==> src/pvml_pkg.sv <==
// ----------------------------------------------------------------------------
// pvml_pkg
// Shared types, register indexes, mode codes and helpers of the planar
// video memory latch unit.
// ----------------------------------------------------------------------------
`default_nettype none

package pvml_pkg;

    // geometry
    localparam int PLANE_ADDR_BITS_DEF = 16;
    localparam int PLANE_COUNT         = 4;
    localparam int LANE_W              = 8;
    localparam int WORD_W              = PLANE_COUNT * LANE_W;
    localparam int ADDR_W              = 16;
    localparam int CFG_IDX_W           = 3;
    localparam int CFG_DATA_W          = 8;

    // register indexes
    localparam logic [CFG_IDX_W-1:0] REG_PLANE_ENABLE = 3'd0;
    localparam logic [CFG_IDX_W-1:0] REG_FILL_COLOR   = 3'd1;
    localparam logic [CFG_IDX_W-1:0] REG_FILL_ENABLE  = 3'd2;
    localparam logic [CFG_IDX_W-1:0] REG_ROT_FUNC     = 3'd3;
    localparam logic [CFG_IDX_W-1:0] REG_PLANE_SELECT = 3'd4;
    localparam logic [CFG_IDX_W-1:0] REG_MODE         = 3'd5;
    localparam logic [CFG_IDX_W-1:0] REG_PIXEL_MASK   = 3'd6;

    // write modes
    localparam logic [1:0] WM_FILL   = 2'd0;
    localparam logic [1:0] WM_LATCH  = 2'd1;
    localparam logic [1:0] WM_EXPAND = 2'd2;
    localparam logic [1:0] WM_ROTATE = 2'd3;

    // logic functions
    localparam logic [1:0] OP_REPLACE = 2'd0;
    localparam logic [1:0] OP_AND     = 2'd1;
    localparam logic [1:0] OP_OR      = 2'd2;
    localparam logic [1:0] OP_XOR     = 2'd3;

    // mode_bits fields
    localparam int MODE_COMPARE_BIT = 3;

    typedef struct packed {
        logic [3:0] plane_enable_mask;
        logic [3:0] fill_color;
        logic [3:0] fill_enable;
        logic [4:0] rotate_and_function;
        logic [1:0] plane_select;
        logic [7:0] mode_bits;
        logic [7:0] pixel_mask;
    } cfg_t;

    // controller to datapath
    typedef struct packed {
        logic clear_wr;
        logic rd;
        logic wr;
        logic load;
    } cmd_t;

    // datapath to controller
    typedef struct packed {
        logic clear_last;
    } sts_t;

    function automatic logic [LANE_W-1:0] rot_right8(input logic [LANE_W-1:0] d,
                                                     input logic [2:0] n);
        logic [2*LANE_W-1:0] dd;
        dd = {d, d} >> n;
        return dd[LANE_W-1:0];
    endfunction

endpackage

`default_nettype wire

==> src/pvml_ctrl.sv <==
// ----------------------------------------------------------------------------
// pvml_ctrl
// Sequencer: clearing pass, access issue, read completion and output hold.
// ----------------------------------------------------------------------------
`default_nettype none

module pvml_ctrl (
    input  wire logic           clk,
    input  wire logic           rst_n,
    input  wire logic           in_valid,
    output logic                in_ready,
    input  wire logic           action,
    output logic                out_valid,
    input  wire logic           out_ready,
    input  pvml_pkg::sts_t      sts,
    output pvml_pkg::cmd_t      cmd
);
    import pvml_pkg::*;

    localparam logic [1:0] ST_CLEAR = 2'd0;
    localparam logic [1:0] ST_IDLE  = 2'd1;
    localparam logic [1:0] ST_DONE  = 2'd2;

    logic [1:0] state_reg;
    logic [1:0] state_next;
    logic       out_valid_reg;
    logic       out_valid_next;
    logic       accept;
    logic       slot_free;

    assign in_ready  = (state_reg == ST_IDLE);
    assign accept    = in_valid && in_ready;
    assign slot_free = !out_valid_reg || out_ready;
    assign out_valid = out_valid_reg;

    always_comb
    begin
        cmd.clear_wr = (state_reg == ST_CLEAR);
        cmd.rd       = accept && !action;
        cmd.wr       = accept && action;
        cmd.load     = (state_reg == ST_DONE) && slot_free;
    end

    always_comb
    begin
        state_next = state_reg;
        case (state_reg)
            ST_CLEAR:
            begin
                if (sts.clear_last)
                    state_next = ST_IDLE;
            end
            ST_IDLE:
            begin
                if (accept && !action)
                    state_next = ST_DONE;
            end
            ST_DONE:
            begin
                if (slot_free)
                    state_next = ST_IDLE;
            end
            default: state_next = ST_CLEAR;
        endcase
    end

    always_comb
    begin
        out_valid_next = out_valid_reg;
        if (cmd.load)
            out_valid_next = 1'b1;
        else if (out_ready)
            out_valid_next = 1'b0;
    end

    always_ff @(posedge clk or negedge rst_n)
    begin
        if (!rst_n)
        begin
            state_reg     <= ST_CLEAR;
            out_valid_reg <= 1'b0;
        end
        else
        begin
            state_reg     <= state_next;
            out_valid_reg <= out_valid_next;
        end
    end

endmodule

`default_nettype wire

==> config.mk <==
export PLATFORM = sky130hd
export DESIGN_NAME = pvml_ctrl
export DESIGN_NICKNAME = d
export VERILOG_FILES = /design/src/pvml_pkg.sv /design/src/pvml_ctrl.sv
export SDC_FILE = /design/constraint.sdc
export NUM_CORES = 1
export LEC_CHECK = 0
export ABC_AREA = 1
export BUFFER_PORTS_ARGS = -buffer_cell sky130_fd_sc_hd__buf_2
export CAP_MARGIN = 40
export CORE_AREA = 2 2 39 41
export DETAILED_ROUTE_END_ITERATION = 6
export DIE_AREA = 0 0 41 43
export GPL_TIMING_DRIVEN = 0
export SLEW_MARGIN = 30
export SYNTH_ARGS = -nofsm -noshare
export SYNTH_HDL_FRONTEND = slang
export SYNTH_SLANG_ARGS = --single-unit
==> constraint.sdc <==
create_clock -name clk -period 1.8 [get_ports clk]
set_input_delay 0.45 -clock clk [delete_from_list [all_inputs] [get_ports clk]]
set_output_delay 0.45 -clock clk [all_outputs]
set_load 0.01 [all_outputs]
== After elaboration in Yosys (flattened, before gate mapping) ==
Cells that the tools add are included.
Word-level totals
  flip-flop bits (word level): 3
  input bits: 6
Cells by class
  equal/unequal tests: 5
  multiplexer cells: 6
  reductions and logical operators: 10
Operators with widths (count)
  2-bit 2-to-1 mux: 3
  2-bit case mux with 3 select lines: 1
  1-bit logical AND: 4
  2-bit inequality test, second input constant: 2
  3-bit AND reduction: 1
  2-bit by 1-bit equality test with 1-bit output, second input constant: 1
  2-bit equality test, second input constant: 1
  1-bit logical NOT: 2
  2-bit logical NOT: 1
  1-bit 2-to-1 mux: 2
  2-bit by 1-bit inequality test with 1-bit output, second input constant: 1
  2-bit nonzero test: 1
  1-bit logical OR: 1

== Depth between registers and ports, before layout ==
  depth in word-level cells: 5
  depth in mapped cells: 6
  mapped depth without buffers: 5

== Least setup slack after synthesis ==
OpenSTA, ideal clock, no wires.
  kind: input-to-output
  start point: input out_ready
  end point: output cmd[0] in the netlist's numbering
  arrival: 864 ps
  required time: 1350 ps
  path slack: 486 ps
  stages on the path: 5
  cells stage by stage: inv_1 -> nand2_8 -> nand2_2 -> inv_1 -> buf_4
RTL lines
  start: declaration: line pvml_ctrl.sv:14  | input wire logic out_ready,
  end: declaration: line pvml_ctrl.sv:16  | output pvml_pkg::cmd_t cmd

==> metrics.csv <==
stage;metric;value;unit
clocking;CTS buffer count;3;
sta;max-slew violations;0;
synthesis;post-synth net total;30;
global_route;largest net degree at the start of global routing;5;
setup_path;Worst Setup End Kind;output port;
setup_path;crit path kind;flip-flop to output port;
synthesis;Post-Synth XOR/XNOR Area;0;%
sta;RSZ-0062 raised after global routing;false;
sta;worst rel slew slack;87.61;%
finish;# fillers;161;
sta;slew of the pin with the lowest slew margin;185.9;ps
synthesis;synthesized cell area;205.2;sq um
synthesis;register area share after synthesis;36.59;%
synthesis;Post-Synth Adder-Cell Area;0;%
sta;final setup violation count;0;
setup_path;Critical Path AT;1130;ps
setup_path;crit path max fanout;3;
synthesis;YS warnings;0;
pwr;pwr/cell area;1299;nW/um^2
setup_path;WP data required;1350;ps
clocking;Root Driver;clkbuf_4;
synthesis;post-synthesis compound-gate area fraction;6.707;%
global_route;first-pass GRT wire length;648;um
drt;vias after detailed routing;181;
floorplan;Die ar.;1763;sq um
clocking;Setup Fix Bufs, Post-CTS;0;
clocking;post-CTS resize count;0;
finish;Final nets;46;
finish;total inserted antenna cells;0;
global_route;GRT overflow;0;
place;post-DP HPWL;359.1;um
sta;Worst Skew;1.915;ps
clocking;Clock transition at path regs;30;ps
sta;crit path time final;1581;ps
drt;residual DRC count;0;
clocking;Clock Path Buffers;2;
flow_run;Max Cap Viol;0;
hold_path;worst hold path type;input port to asynchronous set/reset pin;
clocking;CTS tree;built;
drt;DR pass1 iterations;4;
clocking;CTS sink cnt;3;
drt;Routed Antenna Nets;0;
drt;WL per Instance;7.145;um
place;GPL Wtd Cong;0.6897;
sta;max frequency;632.7;MHz
pwr;Final Power;0.0003982;W
pwr;leak pwr;0.1916;nW
synthesis;multiplexer share of the synthesized area;0;%
finish;max reg flops;2;
pwr;VDD IR max;0.2878;mV
clocking;worst-skew pair later-pin latency;230;ps
synthesis;syn_area_per_cell;8.550;sq um
outcome;run status;finished, final reports clean;
place;IO buf count;11;
floorplan;IO Count;12;
finish;layout cells sized above 1;61.54;%
floorplan;Die X;41;um
clocking;Post-CTS Hold Buffers;0;
sta;Final Hold Viols;0;
finish;layout overhead on the synthesized area;49.39;%
floorplan;Starting Density;14.83;%
synthesis;Post-Synthesis Cells;24;
floorplan;Die Y;43;um
finish;footprint of the multi-input gates;96.34;sq um
clocking;htree depth;1;
synthesis;Simple-Gate Fraction of Synth Area;40.24;%
drt;via-per-instance ratio;3.291;
sta;final setup TNS;0;ps
floorplan;row cnt;14;
global_route;initial antenna violation count;0;
sta;fin crit share;87.81;%
synthesis;number of distinct library cells after synthesis;12;
drt;Routed Wire Length;393;um
synthesis;post-synthesis register bit count;3;
finish;Seq. cell area;75.07;sq um
setup_path;CP Launch Type;flip-flop;
synthesis;largest family of logic cells by synthesized area;simple AND/OR/NAND/NOR gates;
floorplan;core area;1384;sq um
drt;1st-iter DRT viols;3;
global_route;Total GRT Usage;6.949;%
global_route;number of global-route vias before repair;174;
metrics by stage:
stage	area, sq um	util, %	hold slack (ps)	worst slack [ps]	std cells
6_report	306.5	22.15	11.72	219.5	55
5_1_grt	306.5	22.15	0.4086	127.0	55
4_1_cts	306.5	22.15	9.318	203.3	55
3_5_place_dp	280.3	20.25	251.5	253.1	51
3_3_place_gp	280.3	20.25	246.5	255.2	51
2_1_floorplan	205.2	-	154.4	486.5	24
where the power goes:
group | internal (W) | switching [W]
clock | 0.0000828 | 0.0000303
combinational | 0.0000733 | 0.000100
sequential | 0.0000893 | 0.0000224
final timing paths:
check / start / to / slack [ps] / cells past startpoint
worst max-delay path: state_reg[1]$_DFFE_PN0P_ / cmd[0] / 220 / 6
worst min-delay path: rst_n / out_valid$_DFFE_PN0P_ / 10 / 1
worst max register to register: state_reg[1]$_DFFE_PN0P_ / state_reg[0]$_DFFE_PN0P_ / 980 / 4
worst min register to register: out_valid$_DFFE_PN0P_ / out_valid$_DFFE_PN0P_ / 580 / 2
max in group asynchronous: rst_n / state_reg[0]$_DFFE_PN0P_ / 1680 / 1
min in group clk: sts / state_reg[0]$_DFFE_PN0P_ / 450 / 3
synthesized netlist by cell type:
| master | number | area share, % |
|---|---|---|
| o21ai_2 | 1 | 4.3 |
| nand2_1 | 3 | 5.5 |
| o21ai_1 | 1 | 2.4 |
| nor2_1 | 2 | 3.7 |
| inv_1 | 5 | 9.1 |
| dfrtp_1 | 3 | 37 |
| nor2_4 | 1 | 5.5 |
| buf_4 | 1 | 3.7 |
| nand2_2 | 2 | 6.1 |
| nand3_2 | 2 | 9.8 |
| nand2_8 | 1 | 9.8 |
| inv_2 | 2 | 3.7 |
cells in the final DEF, fill, tap and decap left out:
cell type and count:
buf_2 11, o21ai_2 1, clkbuf_4 3, nor2_1 2, nand2_1 3, inv_1 5
buf_4 1, inv_2 2, nand2_2 2, clkbuf_1 1, nor2_4 1, nand2_8 1
o21ai_1 1, nand3_2 2, dfrtp_1 3
critical path, cell delays in order, from the launching register on:
cell and delay [ps]:
dfrtp_1 410, nand2_2 120, inv_2 40, nand2_2 60
inv_1 40, buf_4 110, buf_2 130
area by class of cell:
cell class                      instances  share of cell area [%]
Tap cell                               16                   6.531
Clock buffer                            4                   8.571
Buffer                                  1                   2.449
Multi-Input combinational cell         13                   31.43
Sequential cell                         3                   24.49
Timing Repair Buffer                   11                   17.96
Inverter                                7                   8.571
cells by family (layout without fill, tap and decap cells):
family                 count (synthesis)  after routing
AOI/OAI and AO/OA                      2              2
buffers and inverters                  8             23
DFF                                    3              3
and+or+nand+nor                       11             11
metal layers:
metal	wire length [um]	global-route usage, %
met1	136	5.519
met2	191	7.813
met3	38	3.141
met4	27	14.00
met5	0	0
No activity file was read; power rests on OpenSTA's default activity.
