`src/pvml_pkg.sv`:
```
// ----------------------------------------------------------------------------
// pvml_pkg
// Shared types, register indexes, mode codes and helpers of the planar
// video memory latch unit.
// ----------------------------------------------------------------------------
`default_nettype none

package pvml_pkg;

    // geometry
    localparam int PLANE_ADDR_BITS_DEF = 16;
    localparam int PLANE_COUNT         = 4;
    localparam int LANE_W              = 8;
    localparam int WORD_W              = PLANE_COUNT * LANE_W;
    localparam int ADDR_W              = 16;
    localparam int CFG_IDX_W           = 3;
    localparam int CFG_DATA_W          = 8;

    // register indexes
    localparam logic [CFG_IDX_W-1:0] REG_PLANE_ENABLE = 3'd0;
    localparam logic [CFG_IDX_W-1:0] REG_FILL_COLOR   = 3'd1;
    localparam logic [CFG_IDX_W-1:0] REG_FILL_ENABLE  = 3'd2;
    localparam logic [CFG_IDX_W-1:0] REG_ROT_FUNC     = 3'd3;
    localparam logic [CFG_IDX_W-1:0] REG_PLANE_SELECT = 3'd4;
    localparam logic [CFG_IDX_W-1:0] REG_MODE         = 3'd5;
    localparam logic [CFG_IDX_W-1:0] REG_PIXEL_MASK   = 3'd6;

    // write modes
    localparam logic [1:0] WM_FILL   = 2'd0;
    localparam logic [1:0] WM_LATCH  = 2'd1;
    localparam logic [1:0] WM_EXPAND = 2'd2;
    localparam logic [1:0] WM_ROTATE = 2'd3;

    // logic functions
    localparam logic [1:0] OP_REPLACE = 2'd0;
    localparam logic [1:0] OP_AND     = 2'd1;
    localparam logic [1:0] OP_OR      = 2'd2;
    localparam logic [1:0] OP_XOR     = 2'd3;

    // mode_bits fields
    localparam int MODE_COMPARE_BIT = 3;

    typedef struct packed {
        logic [3:0] plane_enable_mask;
        logic [3:0] fill_color;
        logic [3:0] fill_enable;
        logic [4:0] rotate_and_function;
        logic [1:0] plane_select;
        logic [7:0] mode_bits;
        logic [7:0] pixel_mask;
    } cfg_t;

    // controller to datapath
    typedef struct packed {
        logic clear_wr;
        logic rd;
        logic wr;
        logic load;
    } cmd_t;

    // datapath to controller
    typedef struct packed {
        logic clear_last;
    } sts_t;

    function automatic logic [LANE_W-1:0] rot_right8(input logic [LANE_W-1:0] d,
                                                     input logic [2:0] n);
        logic [2*LANE_W-1:0] dd;
        dd = {d, d} >> n;
        return dd[LANE_W-1:0];
    endfunction

endpackage

`default_nettype wire

```
`src/pvml_regs.sv`:
```
// ----------------------------------------------------------------------------
// pvml_regs
// Configuration register file, written through its own valid/ready channel.
// ----------------------------------------------------------------------------
`default_nettype none

module pvml_regs (
    input  wire logic                            clk,
    input  wire logic                            rst_n,
    input  wire logic                            cfg_valid,
    output logic                                 cfg_ready,
    input  wire logic [pvml_pkg::CFG_IDX_W-1:0]  cfg_index,
    input  wire logic [pvml_pkg::CFG_DATA_W-1:0] cfg_data,
    output pvml_pkg::cfg_t                       cfg
);
    import pvml_pkg::*;

    cfg_t cfg_reg;
    cfg_t cfg_next;

    assign cfg_ready = 1'b1;
    assign cfg       = cfg_reg;

    always_comb
    begin
        cfg_next = cfg_reg;
        if (cfg_valid)
        begin
            case (cfg_index)
                REG_PLANE_ENABLE: cfg_next.plane_enable_mask   = cfg_data[3:0];
                REG_FILL_COLOR:   cfg_next.fill_color          = cfg_data[3:0];
                REG_FILL_ENABLE:  cfg_next.fill_enable         = cfg_data[3:0];
                REG_ROT_FUNC:     cfg_next.rotate_and_function = cfg_data[4:0];
                REG_PLANE_SELECT: cfg_next.plane_select        = cfg_data[1:0];
                REG_MODE:         cfg_next.mode_bits           = cfg_data;
                REG_PIXEL_MASK:   cfg_next.pixel_mask          = cfg_data;
                default:          cfg_next = cfg_reg;
            endcase
        end
    end

    always_ff @(posedge clk or negedge rst_n)
    begin
        if (!rst_n)
        begin
            cfg_reg.plane_enable_mask   <= 4'hF;
            cfg_reg.fill_color          <= 4'h0;
            cfg_reg.fill_enable         <= 4'h0;
            cfg_reg.rotate_and_function <= 5'h00;
            cfg_reg.plane_select        <= 2'd0;
            cfg_reg.mode_bits           <= 8'h00;
            cfg_reg.pixel_mask          <= 8'hFF;
        end
        else
        begin
            cfg_reg <= cfg_next;
        end
    end

endmodule

`default_nettype wire

```
`config.mk`:
```
export PLATFORM = sky130hd
export DESIGN_NAME = pvml_regs
export DESIGN_NICKNAME = d
export VERILOG_FILES = /design/src/pvml_pkg.sv /design/src/pvml_regs.sv
export SDC_FILE = /design/constraint.sdc
export NUM_CORES = 1
export LEC_CHECK = 0
export BUFFER_PORTS_ARGS = -buffer_cell sky130_fd_sc_hd__buf_2
export CAP_MARGIN = 20
export CORE_UTILIZATION = 48
export CTS_BUF_LIST = sky130_fd_sc_hd__clkbuf_2
export DETAILED_ROUTE_END_ITERATION = 6
export PLACE_DENSITY = 0.78
export SETUP_SLACK_MARGIN = 0.5
export SLEW_MARGIN = 20
export SYNTH_ARGS = -nofsm -noshare
export SYNTH_HDL_FRONTEND = slang
export SYNTH_SLANG_ARGS = --single-unit
```
`constraint.sdc`:
```
create_clock -name clk -period 0.8 [get_ports clk]
set_input_delay 0.16 -clock clk [delete_from_list [all_inputs] [get_ports clk]]
set_output_delay 0.16 -clock clk [all_outputs]
set_load 0.02 [all_outputs]
```
* After elaboration in Yosys (flattened, before gate mapping)
Index checks and enable logic that the tools add are counted.
** Operators by class
- Equal/unequal tests :: 6
- Reduce and logical (&&, ||, !) cells :: 8
** Operators by type and width (count)
- $reduce_and A2 Y1 :: 7
- $eq A3 B3 Y1 const B :: 3
- $eq A3 B2 Y1 const B :: 2
- $eq A3 B1 Y1 const B :: 1
- $logic_not A3 Y1 :: 1
** Word-level totals
- Bits in registers :: 35
- Output and inout port bits :: 36

* Depth between registers and ports, before layout
Gate-level depths: netlist of run 1.
- Depth after elaboration :: 2
- Depth in mapped cells :: 3

* Least setup slack after synthesis of run 1
No wires, ideal clock.
- Path type :: input to register
- Start :: input port cfg_index[2] (netlist name)
- End :: register cfg_reg, in the netlist cfg[23]
- Data arrival time :: 0.987 ns
- Data required time :: 0.675 ns
- Setup slack :: -0.312 ns
- Stages :: 3
- Path buffers :: 1
- Cells stage by stage :: buf_2 -> and4bb_1 -> mux2_2
** Between the ends
- Longest elaborated chain between the ends :: 2
** RTL lines
- from (decl) :: RTL line pvml_regs.sv:12 : input wire logic [pvml_pkg::CFG_IDX_W-1:0] cfg_index,
- $eq A3 B2 Y1 :: RTL line pvml_regs.sv:29 : case (cfg_index)
- $reduce_and A2 Y1 (no source line)
- to (signal assigned) :: RTL line pvml_regs.sv:56 : cfg_reg <= cfg_next;
- to (decl) :: RTL line pvml_regs.sv:18 : cfg_t cfg_reg;
Every way passes these cells.
A chain may end at the register's enable or synchronous reset.

* Final worst setup path of run 1
- Start :: register cfg_reg, in the netlist cfg[2]
- End :: output port cfg[2] (netlist name)
** RTL lines
- to (decl) :: RTL line pvml_regs.sv:14 : output pvml_pkg::cfg_t cfg
No word-level cell between the ends.

==> results of run 1 <==
cells by family (layout without fill, tap and decap cells):
kind of cell           count (synthesis)  count (layout)  share of synthesized area [%]
buffers and inverters                  2              70                          0.893
flip-flops                            35              35                           63.6
AND/OR/NAND/NOR                        7               7                           7.14
other                                  1               1                          0.268
multiplexers                          35              35                           28.1
power by group:
group          switching (mW)  internal, mW
combinational           0.932          1.44
clock                   0.547         0.239
sequential              0.319          2.27
worst max-delay path by stage:
stage | from | to
final | cfg[2] | cfg[2]
after detailed placement | cfg_index[0] | cfg[31]
after global placement | cfg_index[0] | cfg[34]
after CTS | cfg[2] | cfg[2]
after floorplan | cfg_index[2] | cfg[23]
after global routing | cfg[3] | cfg[3]
cell type report:
cell class / instances / area (sq um) / area share, %
tap: 31 / 38.8 / 1.75
multi-input combinational: 43 / 632 / 28.5
clock buffer: 7 / 35.0 / 1.58
sequential: 35 / 897 / 40.5
timing repair buffer: 62 / 607 / 27.4
clock inverter: 1 / 5.00 / 0.226
layout by cell type, fill, tap and decap left out, drive strengths merged:
cell type  instances
buf               62
mux2              35
dfrtp             23
dfstp             12
clkbuf             7
and4bb             3
nand4b             3
nor4b              1
conb               1
clkinv             1
routing by layer:
layer / global-route usage, % / routed length [um] / vias up
met4: 9.06 / 65 / 0
met1: 28.7 / 1410 / 456
met3: 7.44 / 144 / 8
met2: 31.6 / 1470 / 36
met5: 0 / 0 / -
li1: - / - / 424
timing repair:
action / in CTS / in global routing
setup buffers: 5 / 6
resized for setup: 92 / 11
endpoints found under the hold margin: 36 / 41
pin swaps: 1 / 0
endpoints found under the setup margin: 70 / 70
==> flow_metrics.env, run 1 <==
export IMPL_ys_types=12
export IMPL_yosys_warnings=0
export IMPL_antenna_found_initial=0
export IMPL_fmax_mhz=815
export IMPL_overflow=0
export IMPL_finalWeightedCongestion=0.699
export IMPL_die_h_um=56.0
export IMPL_p_total_mw=5.74
export IMPL_violations="hold timing, setup timing"
export IMPL_slowest_stage="dfstp_2"
export IMPL_diodes=0
export IMPL_synth_largest_area_cell="dfrtp_1"
export IMPL_dp_hpwl_um=1800
export IMPL_cp_top_family="flip-flops"
export IMPL_fillers=145
export IMPL_final_setup_worst_slack_ns=-0.427
export IMPL_wl_um=3090
export IMPL_postRouteAntennaNets=0
export IMPL_synth_edf_count=0
export IMPL_worstSetupPathType="flip-flop to output pin"
export IMPL_first_pass_iters=3
export IMPL_grt_pass1_vias=957
export IMPL_synth_seq_cells=35
export IMPL_largest_reg_flops=35
export IMPL_tns_ns=-12.55
export IMPL_synthesis_area_sq_um=1400
export IMPL_synth_flop_cell="dfrtp_1"
export IMPL_holdCritPathClass="input pin to async pin"
export IMPL_avgViaCountPerCell=5.16
export IMPL_required_ns=0.64
export IMPL_core_sq_um=2760
export IMPL_fp_dieArea_sq_um=3140
export IMPL_ios=50
export IMPL_critPathMaxFanout=2
export IMPL_fin_crit_sh_pct=153
export IMPL_reg2reg_from="cfg[16]"
export IMPL_grt_usage_pct=21.4
export IMPL_whs_ns=-0.289
export IMPL_worst_setup_path_start_kind="flip-flop"
export IMPL_synth_common_cells="mux2_2, dfrtp_1, dfstp_2"
export IMPL_pre_cts_slack_ns=-0.435
export IMPL_clockRootBuffer="clkbuf_2"
export IMPL_placed_area_sq_um=1740
export IMPL_r2r_cells=3
export IMPL_clk_pin_slew_ns=0.17
export IMPL_outcome="finished with violations"
export IMPL_skew_ns=0
export IMPL_drv_slew=0
export IMPL_clock_sinks=35
export IMPL_yosysSeqAreaShare_pct=63.6
export IMPL_io_buffers=48
export IMPL_grt_pass1_wl_um=4890
export IMPL_cts_buffer_depth=2
export IMPL_p_leak_nw=1.11
export IMPL_worst_skew_pair_late_latency_ns=0.35
export IMPL_cp_cell_sequence="buf_6"
export IMPL_power_density_nw_per_um2=2590
export IMPL_grt_max_degree=36
export IMPL_ys_async_sr_fraction_pct=100
export IMPL_drive_above_1_share_pct=86.5
export IMPL_synth_top_area_share_pct=41.1
export IMPL_drt_wirelength_per_cell_um=17.3
export IMPL_fin_area_sq_um=2210
export IMPL_die_w_um=56.0
export IMPL_yosysMostFrequentCell="mux2_2"
export IMPL_rows=19
export IMPL_max_cap_viol_count=0
export IMPL_finalSetupViolCount=45
export IMPL_initial_core_util_pct=50.8
export IMPL_first_iter_violations=25
export IMPL_post_place_cells=160
export IMPL_r2r_slack_ns=-0.22
export IMPL_ys_top_cells_by_area="dfrtp_1, mux2_2, dfstp_2"
export IMPL_route_vias_total=924
export IMPL_final_nets=161
export IMPL_period_minus_slack_ns=1.23
export IMPL_r2r_end="cfg[16]"
export IMPL_synth_cells=80
export IMPL_ir_worst_vdd_uv=2290
export IMPL_arrival_ns=1.07
export IMPL_rsz0062_at_grt="true"
export IMPL_cp_end_kind="output pin"
export IMPL_drcViolationCount=0
export IMPL_max_stage_delay_ns=0.58
export IMPL_hold_violations=35
export IMPL_final_cells=179
export IMPL_path_buf_inv=1
export IMPL_post_route_util_pct=80.3
export IMPL_avgSynthCellArea_sq_um=17.5
export IMPL_cts_buffers=5
export IMPL_syn_nets=94
export IMPL_htree_levels=2
export IMPL_tritoncts="yes"
export IMPL_cp_num_cells=1
export IMPL_syn2layout_area_growth_pct=58.0
Note: power is estimated with default switching activity, not from simulation.
==> run 2, diff against run 1 <==
CTS_CLUSTER_SIZE = 14   (was unset)
GPL_TIMING_DRIVEN = 0   (was unset)
clock period = 1.58 ns   (was 0.8 ns; I/O delays follow)
==> run 2 against run 1 <==
  * The flow now finishes without violations
  * Clock skew stayed put
  * Hold slack better by 0.47 ns
  * Critical path type unchanged
  * Clock power is 50% lower
  * Register-to-register slack better by 0.73 ns
  * Die area stayed put
  * Core utilization is 5.5 points lower
  * Largest power group unchanged
==> flow_metrics.env, run 2 (synthesis gave the netlist of run 1 again) <==
export IMPL_cts_buffer_depth=2
export IMPL_layout_commonest_cell="buf_6"
export IMPL_final_cell_mix="buf_6, mux2_2, dfrtp_1"
export IMPL_postRouteAntennaNets=0
export IMPL_whs_ns=0.177
export IMPL_slowest_stage="dfstp_2"
export IMPL_fp_dieArea_sq_um=3140
export IMPL_rsz0062_at_grt="true"
export IMPL_p_total_mw=2.78
export IMPL_fmax_mhz=714
export IMPL_wl_um=3110
export IMPL_arrival_ns=1.09
export IMPL_ios=50
export IMPL_ir_worst_vdd_uv=1140
export IMPL_cp_top_family="flip-flops"
export IMPL_clockRootBuffer="clkbuf_2"
export IMPL_avgViaCountPerCell=5.36
export IMPL_cp_cell_sequence="buf_6"
export IMPL_finalWeightedCongestion=0.656
export IMPL_clk_pin_slew_ns=0.19
export IMPL_rows=19
export IMPL_cp_end_kind="output pin"
export IMPL_die_w_um=56.0
export IMPL_diodes=0
export IMPL_core_sq_um=2760
export IMPL_io_buffers=47
export IMPL_dp_hpwl_um=1960
export IMPL_grt_usage_pct=20.8
export IMPL_p_leak_nw=0.963
export IMPL_pre_cts_slack_ns=0.186
export IMPL_drt_wirelength_per_cell_um=17.6
export IMPL_drive_above_1_share_pct=80.1
export IMPL_post_route_util_pct=74.8
export IMPL_fin_crit_sh_pct=88.7
export IMPL_power_density_nw_per_um2=1350
export IMPL_route_vias_total=948
export IMPL_die_h_um=56.0
export IMPL_largest_reg_flops=35
export IMPL_worstSetupPathType="flip-flop to output pin"
export IMPL_max_stage_delay_ns=0.59
export IMPL_critPathMaxFanout=2
export IMPL_final_setup_worst_slack_ns=0.179
export IMPL_worst_skew_pair_late_latency_ns=0.35
export IMPL_required_ns=1.26
export IMPL_skew_ns=0
export IMPL_clock_sinks=35
export IMPL_first_pass_iters=3
export IMPL_initial_core_util_pct=50.8
export IMPL_grt_pass1_wl_um=4830
export IMPL_final_cells=177
export IMPL_path_buf_inv=1
export IMPL_drcViolationCount=0
export IMPL_tritoncts="yes"
export IMPL_first_iter_violations=14
export IMPL_grt_max_degree=36
export IMPL_outcome="complete, no violations"
export IMPL_post_place_cells=158
export IMPL_worst_setup_path_start_kind="flip-flop"
export IMPL_holdCritPathClass="input pin to flip-flop"
export IMPL_htree_levels=2
export IMPL_cts_buffers=5
export IMPL_antenna_found_initial=0
export IMPL_overflow=0
export IMPL_drv_slew=0
export IMPL_max_cap_viol_count=0
export IMPL_finalSetupViolCount=0
export IMPL_final_nets=159
export IMPL_fin_area_sq_um=2060
export IMPL_hold_violations=0
export IMPL_period_minus_slack_ns=1.40
export IMPL_placed_area_sq_um=1720
export IMPL_syn2layout_area_growth_pct=47.1
export IMPL_tns_ns=0
export IMPL_grt_pass1_vias=1018
run 2: where the power goes:
group / total [mW] / leakage, nW / switching (mW) / internal, mW
Sequential: 1.29 / 0.402 / 0.148 / 1.14
Combinational: 1.09 / 0.537 / 0.463 / 0.626
Clock: 0.396 / 0.0241 / 0.297 / 0.0987
run 2: worst paths after layout:
path / startpoint / endpoint / slack (ns) / depth (start not counted)
min reg2reg: cfg[9] / cfg[9] / 0.55 / 1
max: cfg[32] / cfg[32] / 0.18 / 1
max reg2reg: cfg[26] / cfg[26] / 0.51 / 3
min in group asynchronous: rst_n / cfg[16] / 0.45 / 2
max in group asynchronous: rst_n / cfg[0] / 0.74 / 2
min: cfg_data[7] / cfg[15] / 0.18 / 2
run 2: metal layers:
layer	GRT usage (%)	wire length (um)	vias to the layer above
met5	0	0	-
met2	35.5	1680	34
met3	6.98	175	8
li1	-	-	425
met4	10.8	52	0
met1	23.0	1200	481
run 2: cell type report:
class                           count  area [sq um]
Timing Repair Buffer               58           542
Fill cell                         178           696
Clock inverter                      3          15.0
Tap cell                           31          38.8
Multi-Input combinational cell     43           528
Buffer                              2          22.5
Clock buffer                        5          25.0
Sequential cell                    35           891
run 2: repair_timing:
item,CTS,global route
setup endpoints to repair,35,59
hold endpoints to repair,19,0
hold buffers,1,0
gates resized for setup,70,1
gates cloned,0,0
buffers inserted,6,4
